==> src/hw/rtl/cbt_pkg.sv <==
`timescale 1ns / 1ps
`default_nettype none

package cbt_pkg;

  localparam int MAX_BINDINGS = 8;
  localparam int CNT_W        = $clog2(MAX_BINDINGS + 1);
  localparam int IDX_W        = (MAX_BINDINGS > 1) ? $clog2(MAX_BINDINGS) : 1;

  localparam int CMD_W        = 2;
  localparam int PORT_W       = 8;
  localparam int CHAN_W       = 16;
  localparam int STATUS_W     = 3;
  localparam int COUNT_OUT_W  = 4;
  localparam int ENTRY_W      = CHAN_W + PORT_W;

  typedef enum logic [CMD_W-1:0] {
    OP_BIND   = 2'd0,
    OP_UNBIND = 2'd1,
    OP_LOOKUP = 2'd2,
    OP_CLEAR  = 2'd3
  } op_t;

  typedef enum logic [STATUS_W-1:0] {
    ST_OK         = 3'd0,
    ST_WRONG_TYPE = 3'd1,
    ST_TAKEN      = 3'd2,
    ST_FULL       = 3'd3,
    ST_NO_BINDING = 3'd4
  } status_t;

  typedef enum logic [2:0] {
    S_IDLE,
    S_DECODE,
    S_SCAN_RD,
    S_SCAN_CMP,
    S_SHIFT_RD,
    S_SHIFT_WR,
    S_FINISH
  } state_t;

  // controller -> datapath
  typedef struct packed {
    logic    ld_in;
    logic    idx_clr;
    logic    idx_inc;
    logic    wr_append;
    logic    wr_shift;
    logic    cnt_inc;
    logic    cnt_dec;
    logic    cnt_clr;
    logic    sts_ld;
    status_t sts_code;
    logic    found_ld;
    logic    ld_out;
  } dp_ctrl_t;

  // datapath -> controller
  typedef struct packed {
    op_t  op;
    logic streaming;
    logic at_end;
    logic full;
    logic hit;
    logic port_eq;
  } dp_stat_t;

endpackage

`default_nettype wire

==> src/hw/rtl/channel_binding_table.sv <==
`timescale 1ns / 1ps
`default_nettype none

// Channel binding table: up to MAX_BINDINGS (channel, port) pairs held in a
// compact, insertion-ordered list in a single-port-write, registered-read RAM.
// Requests are handled one at a time. Each passes through a decode/setup step,
// a scan that reads and then compares each table entry examined, and for an
// unbind a read and a write for each entry shifted down behind the removed one,
// before the result is handed to the output register. A clear or a rejected
// bind/unbind skips the scan. The registered RAM read is why each entry needs a
// separate read step and compare (or write) step. A finished result waits in
// the output register while the next request is taken.
module channel_binding_table (
  input  wire logic                            clk,
  input  wire logic                            rst_n,
  input  wire logic                            in_valid,
  output logic                                 in_ready,
  input  wire logic [cbt_pkg::CMD_W-1:0]       in_command,
  input  wire logic [cbt_pkg::PORT_W-1:0]      in_port_index,
  input  wire logic [cbt_pkg::CHAN_W-1:0]      in_channel_number,
  input  wire logic                            in_is_streaming,
  output logic                                 out_valid,
  input  wire logic                            out_ready,
  output logic      [cbt_pkg::STATUS_W-1:0]    out_status,
  output logic      [cbt_pkg::PORT_W-1:0]      out_found_port,
  output logic      [cbt_pkg::COUNT_OUT_W-1:0] out_entry_count
);

  import cbt_pkg::*;

  dp_ctrl_t ctrl;
  dp_stat_t stat;

  cbt_ctrl u_ctrl (
    .clk       (clk),
    .rst_n     (rst_n),
    .in_valid  (in_valid),
    .in_ready  (in_ready),
    .out_valid (out_valid),
    .out_ready (out_ready),
    .stat      (stat),
    .ctrl      (ctrl)
  );

  cbt_datapath u_dp (
    .clk               (clk),
    .rst_n             (rst_n),
    .ctrl              (ctrl),
    .stat              (stat),
    .in_command        (in_command),
    .in_port_index     (in_port_index),
    .in_channel_number (in_channel_number),
    .in_is_streaming   (in_is_streaming),
    .out_status        (out_status),
    .out_found_port    (out_found_port),
    .out_entry_count   (out_entry_count)
  );

endmodule

`default_nettype wire

==> src/hw/rtl/cbt_ram.sv <==
`timescale 1ns / 1ps
`default_nettype none

module cbt_ram #(
  parameter int WIDTH = 8,
  parameter int DEPTH = 8
) (
  input  wire logic                                       clk,
  input  wire logic                                       we,
  input  wire logic [((DEPTH > 1) ? $clog2(DEPTH) : 1)-1:0] waddr,
  input  wire logic [WIDTH-1:0]                           wdata,
  input  wire logic [((DEPTH > 1) ? $clog2(DEPTH) : 1)-1:0] raddr,
  output logic      [WIDTH-1:0]                           rdata
);

  logic [WIDTH-1:0] mem [DEPTH];
  logic [WIDTH-1:0] rdata_r;

  always_ff @(posedge clk) begin
    if (we) begin
      mem[waddr] <= wdata;
    end
    rdata_r <= mem[raddr];
  end

  assign rdata = rdata_r;

endmodule

`default_nettype wire

==> src/hw/rtl/cbt_datapath.sv <==
`timescale 1ns / 1ps
`default_nettype none

module cbt_datapath (
  input  wire logic                           clk,
  input  wire logic                           rst_n,
  input  wire cbt_pkg::dp_ctrl_t              ctrl,
  output cbt_pkg::dp_stat_t                   stat,
  input  wire logic [cbt_pkg::CMD_W-1:0]      in_command,
  input  wire logic [cbt_pkg::PORT_W-1:0]     in_port_index,
  input  wire logic [cbt_pkg::CHAN_W-1:0]     in_channel_number,
  input  wire logic                           in_is_streaming,
  output logic      [cbt_pkg::STATUS_W-1:0]   out_status,
  output logic      [cbt_pkg::PORT_W-1:0]     out_found_port,
  output logic      [cbt_pkg::COUNT_OUT_W-1:0] out_entry_count
);

  import cbt_pkg::*;

  op_t                cmd_r;
  logic [PORT_W-1:0]  port_r;
  logic [CHAN_W-1:0]  chan_r;
  logic               strm_r;
  logic [CNT_W-1:0]   idx_r, idx_nxt;
  logic [CNT_W-1:0]   cnt_r, cnt_nxt;
  logic [CNT_W-1:0]   idx_m1;
  status_t            status_r, status_nxt;
  logic [PORT_W-1:0]  found_r, found_nxt;

  logic [STATUS_W-1:0]    out_status_r;
  logic [PORT_W-1:0]      out_found_r;
  logic [COUNT_OUT_W-1:0] out_count_r;

  logic               ram_we;
  logic [IDX_W-1:0]   ram_waddr;
  logic [ENTRY_W-1:0] ram_wdata;
  logic [ENTRY_W-1:0] ram_rdata;
  logic [CHAN_W-1:0]  rd_chan;
  logic [PORT_W-1:0]  rd_port;

  cbt_ram #(
    .WIDTH (ENTRY_W),
    .DEPTH (MAX_BINDINGS)
  ) u_table (
    .clk   (clk),
    .we    (ram_we),
    .waddr (ram_waddr),
    .wdata (ram_wdata),
    .raddr (idx_r[IDX_W-1:0]),
    .rdata (ram_rdata)
  );

  assign rd_chan = ram_rdata[ENTRY_W-1:PORT_W];
  assign rd_port = ram_rdata[PORT_W-1:0];
  assign idx_m1  = idx_r - CNT_W'(1);

  // append goes to the slot after the last entry; shift moves entry idx down by one
  assign ram_we    = ctrl.wr_append | ctrl.wr_shift;
  assign ram_waddr = ctrl.wr_append ? cnt_r[IDX_W-1:0] : idx_m1[IDX_W-1:0];
  assign ram_wdata = ctrl.wr_append ? {chan_r, port_r} : ram_rdata;

  always_comb begin
    idx_nxt = idx_r;
    if (ctrl.idx_clr) begin
      idx_nxt = '0;
    end else if (ctrl.idx_inc) begin
      idx_nxt = idx_r + CNT_W'(1);
    end
  end

  always_comb begin
    cnt_nxt = cnt_r;
    if (ctrl.cnt_clr) begin
      cnt_nxt = '0;
    end else if (ctrl.cnt_inc) begin
      cnt_nxt = cnt_r + CNT_W'(1);
    end else if (ctrl.cnt_dec) begin
      cnt_nxt = cnt_r - CNT_W'(1);
    end
  end

  always_comb begin
    status_nxt = status_r;
    found_nxt  = found_r;
    if (ctrl.ld_in) begin
      status_nxt = ST_OK;
      found_nxt  = '0;
    end else begin
      if (ctrl.sts_ld) begin
        status_nxt = ctrl.sts_code;
      end
      if (ctrl.found_ld) begin
        found_nxt = rd_port;
      end
    end
  end

  always_ff @(posedge clk) begin
    if (!rst_n) begin
      cnt_r <= '0;
    end else begin
      cnt_r <= cnt_nxt;
    end
  end

  always_ff @(posedge clk) begin
    if (ctrl.ld_in) begin
      cmd_r  <= op_t'(in_command);
      port_r <= in_port_index;
      chan_r <= in_channel_number;
      strm_r <= in_is_streaming;
    end
    idx_r    <= idx_nxt;
    status_r <= status_nxt;
    found_r  <= found_nxt;
    if (ctrl.ld_out) begin
      out_status_r <= status_r;
      out_found_r  <= found_r;
      out_count_r  <= COUNT_OUT_W'(cnt_r);
    end
  end

  always_comb begin
    stat.op        = cmd_r;
    stat.streaming = strm_r;
    stat.at_end    = (idx_r == cnt_r);
    stat.full      = (cnt_r == CNT_W'(MAX_BINDINGS));
    stat.hit       = (cmd_r == OP_UNBIND) ? (rd_port == port_r) : (rd_chan == chan_r);
    stat.port_eq   = (rd_port == port_r);
  end

  assign out_status      = out_status_r;
  assign out_found_port  = out_found_r;
  assign out_entry_count = out_count_r;

endmodule

`default_nettype wire

==> src/hw/rtl/cbt_ctrl.sv <==
`timescale 1ns / 1ps
`default_nettype none

module cbt_ctrl (
  input  wire logic              clk,
  input  wire logic              rst_n,
  input  wire logic              in_valid,
  output logic                   in_ready,
  output logic                   out_valid,
  input  wire logic              out_ready,
  input  wire cbt_pkg::dp_stat_t stat,
  output cbt_pkg::dp_ctrl_t      ctrl
);

  import cbt_pkg::*;

  state_t state_r, state_nxt;
  logic   out_valid_r, out_valid_nxt;
  logic   out_free;

  assign out_free = !out_valid_r || out_ready;

  always_comb begin
    state_nxt = state_r;
    case (state_r)
      S_IDLE: begin
        if (in_valid) begin
          state_nxt = S_DECODE;
        end
      end
      S_DECODE: begin
        if (stat.op == OP_CLEAR) begin
          state_nxt = S_FINISH;
        end else if ((stat.op == OP_BIND || stat.op == OP_UNBIND) && !stat.streaming) begin
          state_nxt = S_FINISH;
        end else begin
          state_nxt = S_SCAN_RD;
        end
      end
      S_SCAN_RD: begin
        state_nxt = stat.at_end ? S_FINISH : S_SCAN_CMP;
      end
      S_SCAN_CMP: begin
        if (!stat.hit) begin
          state_nxt = S_SCAN_RD;
        end else if (stat.op == OP_UNBIND) begin
          state_nxt = S_SHIFT_RD;
        end else begin
          state_nxt = S_FINISH;
        end
      end
      S_SHIFT_RD: begin
        state_nxt = stat.at_end ? S_FINISH : S_SHIFT_WR;
      end
      S_SHIFT_WR: begin
        state_nxt = S_SHIFT_RD;
      end
      S_FINISH: begin
        if (out_free) begin
          state_nxt = S_IDLE;
        end
      end
      default: begin
        state_nxt = S_IDLE;
      end
    endcase
  end

  always_comb begin
    ctrl     = '0;
    ctrl.sts_code = ST_OK;
    in_ready = 1'b0;
    case (state_r)
      S_IDLE: begin
        in_ready = 1'b1;
        if (in_valid) begin
          ctrl.ld_in   = 1'b1;
          ctrl.idx_clr = 1'b1;
        end
      end
      S_DECODE: begin
        if (stat.op == OP_CLEAR) begin
          ctrl.cnt_clr = 1'b1;
        end else if ((stat.op == OP_BIND || stat.op == OP_UNBIND) && !stat.streaming) begin
          ctrl.sts_ld   = 1'b1;
          ctrl.sts_code = ST_WRONG_TYPE;
        end
      end
      S_SCAN_RD: begin
        // scan ran off the end without a match
        if (stat.at_end) begin
          case (stat.op)
            OP_BIND: begin
              if (stat.full) begin
                ctrl.sts_ld   = 1'b1;
                ctrl.sts_code = ST_FULL;
              end else begin
                ctrl.wr_append = 1'b1;
                ctrl.cnt_inc   = 1'b1;
              end
            end
            OP_LOOKUP: begin
              ctrl.sts_ld   = 1'b1;
              ctrl.sts_code = ST_NO_BINDING;
            end
            default: begin
            end
          endcase
        end
      end
      S_SCAN_CMP: begin
        if (!stat.hit) begin
          ctrl.idx_inc = 1'b1;
        end else begin
          case (stat.op)
            OP_BIND: begin
              if (!stat.port_eq) begin
                ctrl.sts_ld   = 1'b1;
                ctrl.sts_code = ST_TAKEN;
              end
            end
            OP_LOOKUP: begin
              ctrl.found_ld = 1'b1;
            end
            OP_UNBIND: begin
              ctrl.idx_inc = 1'b1;
            end
            default: begin
            end
          endcase
        end
      end
      S_SHIFT_RD: begin
        if (stat.at_end) begin
          ctrl.cnt_dec = 1'b1;
        end
      end
      S_SHIFT_WR: begin
        ctrl.wr_shift = 1'b1;
        ctrl.idx_inc  = 1'b1;
      end
      S_FINISH: begin
        ctrl.ld_out = out_free;
      end
      default: begin
      end
    endcase
  end

  always_comb begin
    out_valid_nxt = out_valid_r;
    if (ctrl.ld_out) begin
      out_valid_nxt = 1'b1;
    end else if (out_ready) begin
      out_valid_nxt = 1'b0;
    end
  end

  always_ff @(posedge clk) begin
    if (!rst_n) begin
      state_r     <= S_IDLE;
      out_valid_r <= 1'b0;
    end else begin
      state_r     <= state_nxt;
      out_valid_r <= out_valid_nxt;
    end
  end

  assign out_valid = out_valid_r;

endmodule

`default_nettype wire

==> config.mk <==
export PLATFORM = sky130hd
export DESIGN_NAME = channel_binding_table
export DESIGN_NICKNAME = d
export VERILOG_FILES = /design/src/hw/rtl/cbt_pkg.sv /design/src/hw/rtl/channel_binding_table.sv /design/src/hw/rtl/cbt_ram.sv /design/src/hw/rtl/cbt_datapath.sv /design/src/hw/rtl/cbt_ctrl.sv
export SDC_FILE = /design/constraint.sdc
export NUM_CORES = 1
export LEC_CHECK = 0
export BUFFER_PORTS_ARGS = -buffer_cell sky130_fd_sc_hd__buf_2
export CAP_MARGIN = 20
export CORE_MARGIN = 8
export CORE_UTILIZATION = 37
export DETAILED_ROUTE_END_ITERATION = 16
export GPL_TIMING_DRIVEN = 0
export PLACE_DENSITY = 0.51
export SLEW_MARGIN = 20
export SYNTH_ARGS = -nofsm -noshare
export SYNTH_HDL_FRONTEND = slang
export SYNTH_SLANG_ARGS = --single-unit
==> constraint.sdc <==
create_clock -name clk -period 3.3 [get_ports clk]
set_input_delay 0.495 -clock clk [delete_from_list [all_inputs] [get_ports clk]]
set_output_delay 0.495 -clock clk [all_outputs]
set_load 0.05 [all_outputs]
==> flow_summary.json <==
{
  "status": "completed",
  "peakVddDrop_mv": 0.454,
  "final_antenna_net_count": 0,
  "antenna_found_initial": 0,
  "ios": 48,
  "end_kind": "flip-flop",
  "grt-ovfl-total": 0,
  "synth_seq_area_share": 0.730,
  "vias_per_cell": 4.97,
  "finalClockSkew_ns": 0.0180,
  "nFillCells": 2605,
  "dp_slack_ns": -0.0821,
  "drc": 0,
  "synth_top_area_share": 0.644,
  "timing.rr.end": "u_dp.cnt_r[3]$_SDFFE_PP0P_",
  "drt_iter0_drc": 357,
  "final_common_cell": "edfxtp_1",
  "wl_microns": 24400,
  "num_antenna_cells": 0,
  "finalHoldViolations": 0,
  "period_minus_slack_ns": 3.07,
  "fin_nets": 772,
  "syn_area_sq_mm": 0.0109,
  "grt_pass1_wl_microns": 37300,
  "syn_to_final_growth_pct": 18.6,
  "synth_nets": 675,
  "drtPass1Iterations": 4,
  "port_buffers": 47,
  "via_count": 5698,
  "synthArstFlopShare": 0,
  "num_rows": 63,
  "die_area_sq_mm": 0.0353,
  "reg2reg_depth": 12,
  "arrival_ns": 3.49,
  "ys_ff_latch": 281,
  "power.density_mw_per_mm2": 797,
  "place_hpwl_microns": 15400,
  "fmax_mhz": 326,
  "holdPathStages": 1,
  "layout.cells.most_common_list": "edfxtp_1 (234), nand2_1 (94), buf_2 (54)",
  "yosys.area.top_type": "edfxtp_1",
  "r2r-start": "u_dp.cnt_r[1]$_SDFFE_PP0P_",
  "tns_ns": 0,
  "numClockSinks": 281,
  "cap_violations": 0,
  "fp.coreArea_sq_mm": 0.0293,
  "finalSetupViolCount": 0,
  "clkLatencyLatePin_ns": 0.57,
  "cts_inserted_buffers": 30,
  "synthFlopType": "edfxtp_1",
  "die_x_microns": 188,
  "regArea_sq_mm": 0.00797,
  "tightestPinTransition_ns": 0.898,
  "routedWlPerCell_microns": 21.3,
  "syn_avg_cell_area_sq_um": 17.1,
  "hold_start": "in_channel_number[4]",
  "root_buffer": "clkbuf_16",
  "maxSlewViolCount": 0,
  "clk_path_buf_depth": 3,
  "slew-limit-headroom": 0.402,
  "path_max_fanout": 8,
  "grt_start_max_net_pins": 20,
  "cts_tree": "done",
  "min_to": "u_dp.chan_r[4]$_DFFE_PP_",
  "crit_required_ns": 3.72,
  "start_kind": "flip-flop",
  "synth_cells": 639,
  "synth_cell_type_count": 49,
  "start_util": 0.372,
  "synth_edf_count": 234,
  "grt_usage": 0.138,
  "drive_gt1_frac": 0.281,
  "ff2ff_setup_slack_ns": 0.23,
  "synth_area_leaders": "edfxtp_1 (64%), mux4_2 (9.9%), dfxtp_1 (8.6%)",
  "gp_congestion": 0.764,
  "crit_start": "u_dp.cnt_r[1]$_SDFFE_PP0P_",
  "cts.clk_slew.worst_paths_ns": 0.06,
  "multiInputGateArea_sq_mm": 0.00283,
  "ys_warn_count": 0,
  "period_share": 0.930,
  "fin_ws_ns": 0.232,
  "rsz0062_at_grt": "no",
  "min_path_type": "in2reg",
  "die_h_microns": 188,
  "h-tree-depth": 1,
  "cellLeakagePower_uw": 0.00434,
  "worstSetupPathType": "reg2reg",
  "grt_pass1_vias": 5935,
  "whs_ns": 0.100
}
how the worst max path moves through the flow:
stage                                        end  slack, ns
3_3_place_gp   u_dp.u_table.mem[6][12]$_DFFE_PP_      -1.59
5_1_grt               u_dp.cnt_r[3]$_SDFFE_PP0P_       0.03
2_1_floorplan   u_dp.u_table.mem[2][0]$_DFFE_PP_       0.22
3_5_place_dp   u_dp.u_table.mem[6][12]$_DFFE_PP_      -0.08
6_report              u_dp.cnt_r[3]$_SDFFE_PP0P_       0.23
4_1_cts         u_dp.u_table.mem[6][2]$_DFFE_PP_       0.06
worst max-delay path: stages (launching register included):
cell and delay [ns]:
dfxtp_1 0.32, buf_4 0.17, xor2_1 0.17, nor4_4 0.46, nand2_1 0.25, nor4_2 0.37, inv_1 0.12, ha_1 0.29
a21o_1 0.17, a21oi_1 0.18, mux2i_1 0.23, xor2_1 0.15, nor2_1 0.05
sequential cells by signal (all words and copies together) (netlist names), 4 cells and up:
signal,cells
u_dp.u_table.mem,192
u_dp.u_table.rdata,24
u_dp.chan_r,16
u_dp.found_r,8
u_dp.out_found_port,8
u_dp.port_r,8
u_dp.cnt_r,4
u_dp.idx_r,4
u_dp.out_entry_count,4
cell usage after synthesis, types with 2 or more instances:
| cell type | number |
|---|---|
| a21oi_1 | 7 |
| a31o_2 | 2 |
| a31oi_1 | 4 |
| buf_1 | 2 |
| buf_2 | 7 |
| buf_4 | 2 |
| buf_6 | 4 |
| clkbuf_1 | 13 |
| dfxtp_1 | 47 |
| edfxtp_1 | 234 |
| ha_1 | 4 |
| inv_1 | 9 |
| mux2_2 | 24 |
| mux2i_1 | 4 |
| mux4_2 | 48 |
| nand2_1 | 94 |
| nand2b_1 | 2 |
| nand3_1 | 12 |
| nand4_1 | 7 |
| nor2_1 | 24 |
| nor2b_1 | 4 |
| nor3_1 | 10 |
| o21a_1 | 2 |
| o21ai_0 | 16 |
| xnor2_1 | 28 |
| xor2_1 | 6 |
area by class of cell:
type,count,share of cell area
Buffer,29,0.0127
Multi-Input combinational cell,320,0.219
Tap cell,390,0.0377
Inverter,9,0.00261
Clock buffer,40,0.0647
Sequential cell,281,0.615
Timing Repair Buffer,65,0.0396
Clock inverter,13,0.00898
stage by stage:
step,cells,cell area [sq um],power (uW),utilization
after global placement,1076,11600,7010,0.397
after floorplan,639,10900,6390,-
after global routing,1147,13000,10800,0.442
after CTS,1139,12900,10400,0.439
final,1147,13000,10300,0.442
after detailed placement,1086,11900,7190,0.407
logic make-up after synthesis:
group / count (synthesis) / share of synthesized area
AO/OA/AOI/OAI: 38 / 0.0214
XOR/XNOR: 34 / 0.0273
adder cells (fa/ha/maj): 5 / 0.00642
buffers and inverters: 38 / 0.0174
flip-flops: 281 / 0.730
multiplexers: 76 / 0.127
AND/OR/NAND/NOR: 167 / 0.0703
routing by layer:
layer,GRT usage,vias to the layer above,wire (microns)
met5,0,-,0
met4,0.0342,0,531
met3,0.0256,43,1080
met2,0.231,135,11700
met1,0.185,2886,11100
li1,-,2634,-
power breakdown:
group | internal, uW | total (uW) | switching, uW
clock network | 1860 | 3210 | 1360
logic | 981 | 2470 | 1490
registers | 4440 | 4640 | 201
total | 7280 | 10300 | 3050
what timing repair did:
item / CTS / global route
setup endpoints to repair: 22 / 23
pin swaps: 0 / 2
hold buffers: 0 / 0
gates resized for setup: 1 / 3
setup buffers: 0 / 8
Note: power is estimated with default switching activity, not from simulation.
